File: config.mk
export PLATFORM = sky130hd
export DESIGN_NAME = sleep_queue_wakeup_top
export DESIGN_NICKNAME = d
export VERILOG_FILES = /design/src/rtl/core/sqw_pkg.sv /design/src/rtl/core/sqw_cell.sv /design/src/rtl/core/sleep_queue_wakeup_top.sv
export SDC_FILE = /design/constraint.sdc
export NUM_CORES = 1
export LEC_CHECK = 0
export BUFFER_PORTS_ARGS = -buffer_cell sky130_fd_sc_hd__clkbuf_2
export CAP_MARGIN = 10
export CORE_MARGIN = 3
export CORE_UTILIZATION = 45
export DETAILED_ROUTE_END_ITERATION = 8
export MAX_ROUTING_LAYER = met4
export PLACE_DENSITY = 0.63
export SYNTH_ARGS = -nofsm -noshare
export SYNTH_HDL_FRONTEND = slang
export SYNTH_SLANG_ARGS = --single-unit
File: constraint.sdc
create_clock -name clk -period 17.66 [get_ports clk]
set_input_delay 0.883 -clock clk [delete_from_list [all_inputs] [get_ports clk]]
set_output_delay 0.883 -clock clk [all_outputs]
set_load 0.01 [all_outputs]
File: src/rtl/core/sqw_pkg.sv
// Package for the sleep queue wakeup block.
// Holds the list entry type, status codes and default sizes.
// No dependencies.
`timescale 1ns / 1ps

package sqw_pkg;

  localparam int unsigned SLOTS_DEF = 16;

  localparam logic [31:0] TIME_MAX = 32'hFFFF_FFFF;

  localparam logic [2:0] ST_QUEUED   = 3'd0;
  localparam logic [2:0] ST_NEGATIVE = 3'd1;
  localparam logic [2:0] ST_ZERO     = 3'd2;
  localparam logic [2:0] ST_FULL     = 3'd3;
  localparam logic [2:0] ST_WOKEN    = 3'd4;

  typedef struct packed {
    logic [7:0]  thread;
    logic [31:0] expiry;
  } entry_t;

  // Per-cell control from the sequencer.
  typedef struct packed {
    logic shift_en;
    logic load_en;
  } cell_ctrl_t;

endpackage

File: src/rtl/core/sqw_cell.sv
// One slot of the sleep list chain.
// Loads a new entry, or takes the entry of its right neighbor on a shift.
// Depends on sqw_pkg.
`timescale 1ns / 1ps

module sqw_cell (
  input  logic               clk,
  input  sqw_pkg::cell_ctrl_t ctrl,
  input  sqw_pkg::entry_t     load_d,
  input  sqw_pkg::entry_t     nb_d,
  output sqw_pkg::entry_t     q
);
  import sqw_pkg::*;

  entry_t data_r;
  entry_t data_nxt;

  always_comb begin
    priority if (ctrl.load_en) begin
      data_nxt = load_d;
    end else if (ctrl.shift_en) begin
      data_nxt = nb_d;
    end else begin
      data_nxt = data_r;
    end
  end

  always_ff @(posedge clk) begin
    data_r <= data_nxt;
  end

  assign q = data_r;

endmodule

File: src/rtl/core/sleep_queue_wakeup_top.sv
// Sleep queue wakeup: chain of SLOTS cells holding sleeping threads in request order.
// A sleep request is taken while idle; its result appears in the cycle after it.
// A due tick scans the chain through cell 0, one entry per cycle, while busy is high;
// woken results come during the scan and the final one from the done state after it.
// The receiver cannot stall; every result shows for exactly one cycle on out_valid.
// Synchronous active-low reset empties the list and sets the earliest expiry to all ones.
`timescale 1ns / 1ps

module sleep_queue_wakeup_top #(
  parameter int unsigned SLOTS = sqw_pkg::SLOTS_DEF
) (
  input  logic        clk,
  input  logic        rst_n,
  input  logic        start,
  output logic        busy,
  input  logic        in_action,
  input  logic [7:0]  in_thread_id,
  input  logic signed [31:0] in_duration,
  input  logic [31:0] in_now,
  output logic        out_valid,
  output logic [2:0]  out_status,
  output logic [7:0]  out_woken_id,
  output logic        out_last
);
  import sqw_pkg::*;

  localparam int unsigned IW = $clog2(SLOTS);
  localparam int unsigned CW = $clog2(SLOTS + 1);
  localparam logic [CW-1:0] FULL_CNT = CW'(SLOTS);

  typedef enum logic [2:0] {
    S_IDLE = 3'b001,
    S_SCAN = 3'b010,
    S_DONE = 3'b100
  } state_t;

  state_t        state_r, state_nxt;
  logic [CW-1:0] count_r, count_nxt;
  logic [31:0]   due_r, due_nxt;
  logic [CW-1:0] k_r, k_nxt;
  logic [CW-1:0] keep_r, keep_nxt;
  logic [31:0]   min_r, min_nxt;
  logic [31:0]   now_r, now_nxt;
  logic          pend_v_r, pend_v_nxt;
  logic [7:0]    pend_id_r, pend_id_nxt;
  logic          out_valid_r, out_valid_nxt;
  logic [2:0]    out_status_r, out_status_nxt;
  logic [7:0]    out_id_r, out_id_nxt;
  logic          out_last_r, out_last_nxt;

  entry_t        cell_q [SLOTS];
  cell_ctrl_t    cell_ctrl [SLOTS];
  entry_t        load_d;
  entry_t        head;
  logic          accept;
  logic          do_insert;
  logic          do_step;
  logic          do_keep;
  logic [CW-1:0] wpos;

  assign accept = start && (state_r == S_IDLE);
  assign head   = cell_q[0];
  // Kept entries go behind the unscanned ones and the entries kept so far.
  assign wpos   = count_r - CW'(1) - k_r + keep_r;

  always_comb begin
    state_nxt      = state_r;
    count_nxt      = count_r;
    due_nxt        = due_r;
    k_nxt          = k_r;
    keep_nxt       = keep_r;
    min_nxt        = min_r;
    now_nxt        = now_r;
    pend_v_nxt     = pend_v_r;
    pend_id_nxt    = pend_id_r;
    out_valid_nxt  = 1'b0;
    out_status_nxt = out_status_r;
    out_id_nxt     = out_id_r;
    out_last_nxt   = out_last_r;
    do_insert      = 1'b0;
    do_step        = 1'b0;
    do_keep        = 1'b0;
    load_d         = head;

    unique case (state_r)
      S_IDLE: begin
        if (accept && !in_action) begin
          out_valid_nxt = 1'b1;
          out_id_nxt    = in_thread_id;
          out_last_nxt  = 1'b1;
          priority if (in_duration[31]) begin
            out_status_nxt = ST_NEGATIVE;
          end else if (in_duration == 32'sd0) begin
            out_status_nxt = ST_ZERO;
          end else if (count_r >= FULL_CNT) begin
            out_status_nxt = ST_FULL;
          end else begin
            out_status_nxt = ST_QUEUED;
            do_insert      = 1'b1;
            load_d.thread  = in_thread_id;
            load_d.expiry  = in_now + unsigned'(in_duration);
            if (load_d.expiry < due_r) begin
              due_nxt = load_d.expiry;
            end
            count_nxt = count_r + CW'(1);
          end
        end else if (accept && in_action && (in_now >= due_r)) begin
          now_nxt    = in_now;
          k_nxt      = '0;
          keep_nxt   = '0;
          min_nxt    = TIME_MAX;
          pend_v_nxt = 1'b0;
          state_nxt  = S_SCAN;
        end
      end
      S_SCAN: begin
        if (k_r == count_r) begin
          count_nxt = keep_r;
          due_nxt   = min_r;
          state_nxt = S_DONE;
        end else begin
          do_step = 1'b1;
          k_nxt   = k_r + CW'(1);
          if (head.expiry <= now_r) begin
            // Hold each woken thread until the next one is found so the final one can be marked.
            if (pend_v_r) begin
              out_valid_nxt  = 1'b1;
              out_status_nxt = ST_WOKEN;
              out_id_nxt     = pend_id_r;
              out_last_nxt   = 1'b0;
            end
            pend_v_nxt  = 1'b1;
            pend_id_nxt = head.thread;
          end else begin
            do_keep  = 1'b1;
            keep_nxt = keep_r + CW'(1);
            if (head.expiry < min_r) begin
              min_nxt = head.expiry;
            end
          end
        end
      end
      S_DONE: begin
        if (pend_v_r) begin
          out_valid_nxt  = 1'b1;
          out_status_nxt = ST_WOKEN;
          out_id_nxt     = pend_id_r;
          out_last_nxt   = 1'b1;
        end
        pend_v_nxt = 1'b0;
        state_nxt  = S_IDLE;
      end
      default: begin
        state_nxt = S_IDLE;
      end
    endcase
  end

  genvar gi;
  generate
    for (gi = 0; gi < SLOTS; gi++) begin : g_cell
      if (gi == SLOTS - 1) begin : g_tail
        sqw_cell u_cell (
          .clk    (clk),
          .ctrl   (cell_ctrl[gi]),
          .load_d (load_d),
          .nb_d   (cell_q[gi]),
          .q      (cell_q[gi])
        );
      end else begin : g_body
        sqw_cell u_cell (
          .clk    (clk),
          .ctrl   (cell_ctrl[gi]),
          .load_d (load_d),
          .nb_d   (cell_q[gi+1]),
          .q      (cell_q[gi])
        );
      end

      always_comb begin
        cell_ctrl[gi].shift_en = do_step;
        cell_ctrl[gi].load_en  = (do_keep && (wpos[IW-1:0] == IW'(gi))) ||
                                 (do_insert && (count_r[IW-1:0] == IW'(gi)));
      end
    end
  endgenerate

  always_ff @(posedge clk) begin
    if (!rst_n) begin
      state_r     <= S_IDLE;
      count_r     <= '0;
      due_r       <= TIME_MAX;
      pend_v_r    <= 1'b0;
      out_valid_r <= 1'b0;
    end else begin
      state_r     <= state_nxt;
      count_r     <= count_nxt;
      due_r       <= due_nxt;
      pend_v_r    <= pend_v_nxt;
      out_valid_r <= out_valid_nxt;
    end
  end

  always_ff @(posedge clk) begin
    k_r          <= k_nxt;
    keep_r       <= keep_nxt;
    min_r        <= min_nxt;
    now_r        <= now_nxt;
    pend_id_r    <= pend_id_nxt;
    out_status_r <= out_status_nxt;
    out_id_r     <= out_id_nxt;
    out_last_r   <= out_last_nxt;
  end

  assign busy         = (state_r != S_IDLE);
  assign out_valid    = out_valid_r;
  assign out_status   = out_status_r;
  assign out_woken_id = out_id_r;
  assign out_last     = out_last_r;

endmodule

==> impl_metrics.env, run 1 <==
export IMPL_clk_pin_slew_ns=0.06
export IMPL_coreArea_sq_um=82400
export IMPL_syn_avg_cell_area_sq_um=11.5
export IMPL_synthFlopType="edfxtp_1"
export IMPL_pre_cts_slack_ns=11.60
export IMPL_wirelength_um=83100
export IMPL_rrSetupSlack_ns=12.18
export IMPL_clock_skew_ns=0.0321
export IMPL_dieArea_sq_um=86900
export IMPL_ys_warn_count=0
export IMPL_endpoint_kind="flop"
export IMPL_ys_ff_latch=776
export IMPL_htree_levels=3
export IMPL_grt_usage_pct=19.8
export IMPL_cts_buffers_inserted=83
export IMPL_ctsHoldBuffers=0
export IMPL_clock_sinks=776
export IMPL_min_period_ns=5.48
export IMPL_synth_nets=3510
export IMPL_syn_inst=3262
export IMPL_cp_start_kind="flop"
export IMPL_grt_pass1_wl_um=133000
export IMPL_n_antenna_cell=0
export IMPL_worstMarginPinSlew_ns=1.14
export IMPL_synth_top_area_cell="edfxtp_1"
export IMPL_clockBufferDepth=3
export IMPL_pwr_density_cell_nw_per_um2=96.3
export IMPL_num_nets_final=3521
export IMPL_multiInputGateArea_sq_um=13100
export IMPL_synth_edf_count=734
export IMPL_place_port_buffers=89
export IMPL_p_leak_nw=15.5
export IMPL_grt_start_max_net_pins=92
export IMPL_grt_overflow_total=0
export IMPL_wl_met3_um=4040
export IMPL_antenna_found_initial=0
export IMPL_stdcell_area_sq_um=41500
export IMPL_cp_num_buf_inv=3
export IMPL_initial_core_util_pct=45.6
export IMPL_final_core_util_pct=50.4
export IMPL_viasPerCell=5.50
export IMPL_grt_setup_unrepaired="false"
export IMPL_cts_tree="built"
export IMPL_setup_ws_ns=12.18
export IMPL_routedWlPerCell_um=18.8
export IMPL_synthTopCellsByCount="edfxtp_1, nor2_1, a21oi_1"
export IMPL_slew_violations=0
export IMPL_yosys_top_cells_area="edfxtp_1, a21oi_1, nor2_1, ha_1, dfxtp_1"
export IMPL_ios=90
export IMPL_slowest_delay_ns=0.76
export IMPL_min_path_type="flop to flop"
export IMPL_netlist_area_sq_um=37500
export IMPL_crit_fanout=75
export IMPL_critPathMostFrequentCell="buf_4"
export IMPL_worstPathRequired_ns=17.94
export IMPL_seq_area_sq_um=22900
export IMPL_cts_root_buffer="clkbuf_16"
export IMPL_drt_initial_drc_count=1738
export IMPL_placed_cell_area_sq_um=38800
export IMPL_drt_pass1_iter_count=6
export IMPL_final_antenna_net_count=0
export IMPL_critPathArrivalTime_ns=5.76
export IMPL_cts_resized_gates=0
export IMPL_die_h_um=295
export IMPL_dp_hpwl_um=56600
export IMPL_yosysSeqAreaShare_pct=61.0
export IMPL_clock_latency_ns=0.64
export IMPL_rows=105
export IMPL_maxSlewHeadroom_pct=22.4
export IMPL_drive_gt1_share_pct=13.0
export IMPL_fill_cells=7090
export IMPL_holdWs_ns=0.462
export IMPL_finalCritPeriodShare_pct=31.0
export IMPL_critPathKind="flop to flop"
export IMPL_vias=24300
export IMPL_setup_violations=0
export IMPL_drv_cap=0
export IMPL_path_cells="ha_1 -> nand4_1 -> nor4_1 -> inv_1 -> a31oi_1 -> o211ai_1 -> o21ai_4 -> buf_4 -> nand2b_2 -> buf_4"
export IMPL_hold_viol_final=0
export IMPL_cts_setup_buffers=0
export IMPL_wl_met1_um=38700
export IMPL_crit_family="simple AND/OR/NAND/NOR gates"
export IMPL_synth_most_common_cell="edfxtp_1"
export IMPL_syn_to_final_growth_pct=10.7
export IMPL_met2_length_um=38700
export IMPL_max_freq_mhz=183
export IMPL_async_flop_share_pct=0
export IMPL_yosysUniqueCellTypes=85
export IMPL_status="finished, final reports clean"
export IMPL_finalWeightedCongestion=0.934
export IMPL_slowest_stage="nor4_1"
export IMPL_final_setup_tns_ns=0
export IMPL_grt_pass1_vias=23100
export IMPL_top_layer_used="met4"
export IMPL_drc=0
export IMPL_synth_top_cell_area_share_pct=58.7
export IMPL_ir_drop_mv=0.0902
export IMPL_die_w_um=295
kinds of logic after synthesis:
logic type,Yosys count,synth area share (%)
XOR/XNOR,37,0.903
multiplexers,128,3.95
adder cells (fa/ha/maj),172,5.83
AND/OR/NAND/NOR,895,10.3
AO/OA/AOI/OAI,869,13.3
buffers and inverters,385,4.73
flip-flops,776,61.0
cells in the final DEF (no fill, tap or decap), types with 60 or more instances in the layout:
cell       instances
edfxtp_1         734
nor2_1           594
a21oi_1          560
inv_1            169
ha_1             167
clkbuf_2          89
nand2_1           87
clkbuf_16         83
o21ai_0           71
mux2_2            60
worst register-to-register path: stages, from the launching register on:
cell and delay (ns):
edfxtp_1 0.52, ha_1 0.36, nand4_1 0.18, nor4_1 0.77, inv_1 0.14, a31oi_1 0.72
o211ai_1 0.49, o21ai_4 0.24, buf_4 0.62, nand2b_2 0.60, buf_4 0.47
flip-flops by register name, summed over array words and instances, names as in the netlist, 5 cells and up:
register                count
g_cell.g_body.u_cell.q    600
g_cell.g_tail.u_cell.q     40
due_r                      32
min_r                      32
now_r                      32
out_woken_id                8
pend_id_r                   8
count_r                     5
k_r                         5
keep_r                      5
routing by layer:
metal,vias up,track usage (%)
met5,-,-
met4,0,4.95
met3,102,2.26
met2,554,31.4
met1,11700,27.3
li1,11900,-
final timing paths:
| path | start | depth (start not counted) | to |
|---|---|---|---|
| max reg2reg | g_cell[0].g_body.u_cell.q[25] | 10 | g_cell[9].g_body.u_cell.q[6] |
| max | g_cell[0].g_body.u_cell.q[25] | 10 | g_cell[9].g_body.u_cell.q[6] |
| min reg2reg | g_cell[0].g_body.u_cell.q[39] | 0 | pend_id_r[7] |
| min | g_cell[0].g_body.u_cell.q[39] | 0 | pend_id_r[7] |
per-stage QoR:
step / instances / power (W)
global placement: 4258 / 0.00230
finish: 4411 / 0.00400
CTS: 4411 / 0.00404
floorplan: 3262 / 0.00222
detailed placement: 4258 / 0.00230
global route: 4411 / 0.00414
cell type report:
type	instances	area share (%)
flip-flops and latches	776	55.1
multi-input cells	2101	31.6
clock buffers	104	5.19
well taps	1070	3.22
repair buffers	139	1.98
inverters	172	1.55
clock inverters	49	1.37
power breakdown:
group          internal [W]  switching [W]
Sequential          0.00200     0.00000662
Combinational     0.0000862       0.000176
Clock              0.000995       0.000734
Note: power is estimated with default switching activity, not from simulation.
==> run 2: changes to the inputs <==
--- a/config.mk
+++ b/config.mk
@@ -11,7 +11,7 @@
 export CORE_UTILIZATION = 45
 export DETAILED_ROUTE_END_ITERATION = 8
 export MAX_ROUTING_LAYER = met4
-export PLACE_DENSITY = 0.63
+export PLACE_DENSITY = 0.65
 export SYNTH_ARGS = -nofsm -noshare
 export SYNTH_HDL_FRONTEND = slang
 export SYNTH_SLANG_ARGS = --single-unit
==> constraint.sdc (replaced) <==
create_clock -name clk -period 4.5 [get_ports clk]
set_input_delay 0.225 -clock clk [delete_from_list [all_inputs] [get_ports clk]]
set_output_delay 0.225 -clock clk [all_outputs]
set_load 0.01 [all_outputs]
==> impl_metrics.env, run 2 (synthesis results as in run 1) <==
export IMPL_status="finished, final reports clean"
export IMPL_setup_violations=0
export IMPL_final_common_cell="edfxtp_1"
export IMPL_ir_drop_mv=0.312
export IMPL_critPathArrivalTime_ns=4.84
export IMPL_grt_pass1_vias=23200
export IMPL_cp_start_kind="input pin"
export IMPL_coreArea_sq_um=82400
export IMPL_final_core_util_pct=52.2
export IMPL_slew_violations=0
export IMPL_p_leak_nw=16.2
export IMPL_met2_length_um=37300
export IMPL_cts_tree="built"
export IMPL_die_w_um=295
export IMPL_clock_latency_ns=0.63
export IMPL_stdcell_area_sq_um=43000
export IMPL_max_freq_mhz=231
export IMPL_viasPerCell=5.40
export IMPL_layout_common_cells="edfxtp_1, nor2_1, a21oi_1"
export IMPL_seq_area_sq_um=22900
export IMPL_top_layer_used="met4"
export IMPL_fill_cells=6923
export IMPL_wirelength_um=77900
export IMPL_grt_overflow_total=0
export IMPL_crit_fanout=32
export IMPL_drive_gt1_share_pct=15.7
export IMPL_drt_initial_drc_count=1341
export IMPL_dp_hpwl_um=56200
export IMPL_vias=24500
export IMPL_min_period_ns=4.33
export IMPL_grt_pass1_wl_um=126000
export IMPL_maxSlewHeadroom_pct=34.5
export IMPL_die_h_um=295
export IMPL_slowest_delay_ns=0.54
export IMPL_cts_root_buffer="clkbuf_16"
export IMPL_crit_family="compound AO/OA/AOI/OAI gates"
export IMPL_routedWlPerCell_um=17.1
export IMPL_clk_pin_slew_ns=0.06
export IMPL_hold_viol_final=0
export IMPL_cts_buffers_inserted=81
export IMPL_endpoint_kind="flop"
export IMPL_n_antenna_cell=0
export IMPL_dieArea_sq_um=86900
export IMPL_path_cells="dlygate4sd3_1 -> clkbuf_2 -> ha_1 -> buf_4 -> nand4_1 -> nor3_1 -> o21ai_2 -> a211o_1 -> a31oi_4 -> xnor2_2 -> inv_1 -> ha_1 -> a21o_1 -> a21o_1 -> a21oi_1 -> nand2b_1 -> a211oi_2 -> buf_4 -> o21ai_4 -> buf_12 -> or2_1 -> o31a_1"
export IMPL_cp_depth=22
export IMPL_final_antenna_net_count=0
export IMPL_worstMarginPinSlew_ns=0.979
export IMPL_drv_cap=0
export IMPL_largest_reg_flops=600
export IMPL_finalCritPeriodShare_pct=96.2
export IMPL_critPathKind="input pin to flop"
export IMPL_wl_met3_um=3000
export IMPL_htree_levels=3
export IMPL_holdWs_ns=0.205
export IMPL_final_setup_tns_ns=0
export IMPL_antenna_found_initial=0
export IMPL_rrSetupSlack_ns=0.70
export IMPL_wl_met1_um=35500
export IMPL_grt_start_max_net_pins=91
export IMPL_clockBufferDepth=3
export IMPL_ios=90
export IMPL_num_nets_final=3662
export IMPL_placed_cell_area_sq_um=39900
export IMPL_initial_core_util_pct=45.6
export IMPL_reg2reg_depth=11
export IMPL_drc=0
export IMPL_drt_pass1_iter_count=5
export IMPL_pwr_density_cell_nw_per_um2=363
export IMPL_cp_num_buf_inv=6
export IMPL_slowest_stage="dlygate4sd3_1"
export IMPL_multiInputGateArea_sq_um=13200
export IMPL_syn_to_final_growth_pct=14.7
export IMPL_clock_skew_ns=0.0387
export IMPL_worstPathRequired_ns=5.01
export IMPL_min_path_type="input pin to flop"
export IMPL_clock_sinks=776
export IMPL_place_port_buffers=89
export IMPL_rows=105
export IMPL_min_path_cells=4
export IMPL_finalWeightedCongestion=0.921
export IMPL_grt_usage_pct=18.4
[run 2: cell type report]
cell class              instances  area share [%]
flip-flops and latches        776            53.2
multi-input cells            2101            30.7
repair buffers                282            5.46
clock buffers                  97            4.90
well taps                    1070            3.11
inverters                     172            1.50
clock inverters                47            1.17
[run 2: report_power, final]
part	total, W	internal [W]	switching (W)	leakage [nW]
Combinational	0.00117	0.000436	0.000732	8.10
Clock	0.00657	0.00378	0.00279	1.25
Sequential	0.00787	0.00785	0.0000262	6.84
[run 2: repair_timing]
action                                 in CTS  in global routing
gates resized for setup                     0                 22
setup endpoints to repair                   0                 32
endpoints found under the hold margin      42                  0
hold buffers                               42                  0
buffers inserted                            0                  2
[run 2: stage by stage]
stage | instances | power (W) | setup slack, ns
after CTS | 4543 | 0.0158 | 0.0208
after detailed placement | 4357 | 0.00913 | -0.0913
after global routing | 4545 | 0.0162 | -0.00471
after floorplan | 3262 | 0.00871 | 0.189
after global placement | 4357 | 0.00912 | -0.0100
final | 4545 | 0.0156 | 0.172
[run 2: metal layers]
metal	global-route usage (%)	up-vias
met5	-	-
met4	5.76	0
met3	2.28	119
met2	30.3	465
met1	24.0	11800
li1	-	12100
[run 2: worst register-to-register path: cells and delay by family (launching register included)]
family                   cells  cell delay [ns]
XOR/XNOR                     1             0.31
flip-flops                   1             0.44
adder cells (fa/ha/maj)      3             1.15
AND/OR/NAND/NOR              1             0.21
multiplexers                 1             0.42
buffers and inverters        3             0.47
AO/OA/AOI/OAI                2             0.56
[run 2: final timing paths]
| path | from | endpoint |
|---|---|---|
| max | in_now[9] | due_r[25] |
| min | in_now[0] | due_r[0] |
| max reg2reg | count_r[1] | g_cell[8].g_body.u_cell.q[26] |
| min reg2reg | due_r[21] | due_r[21] |
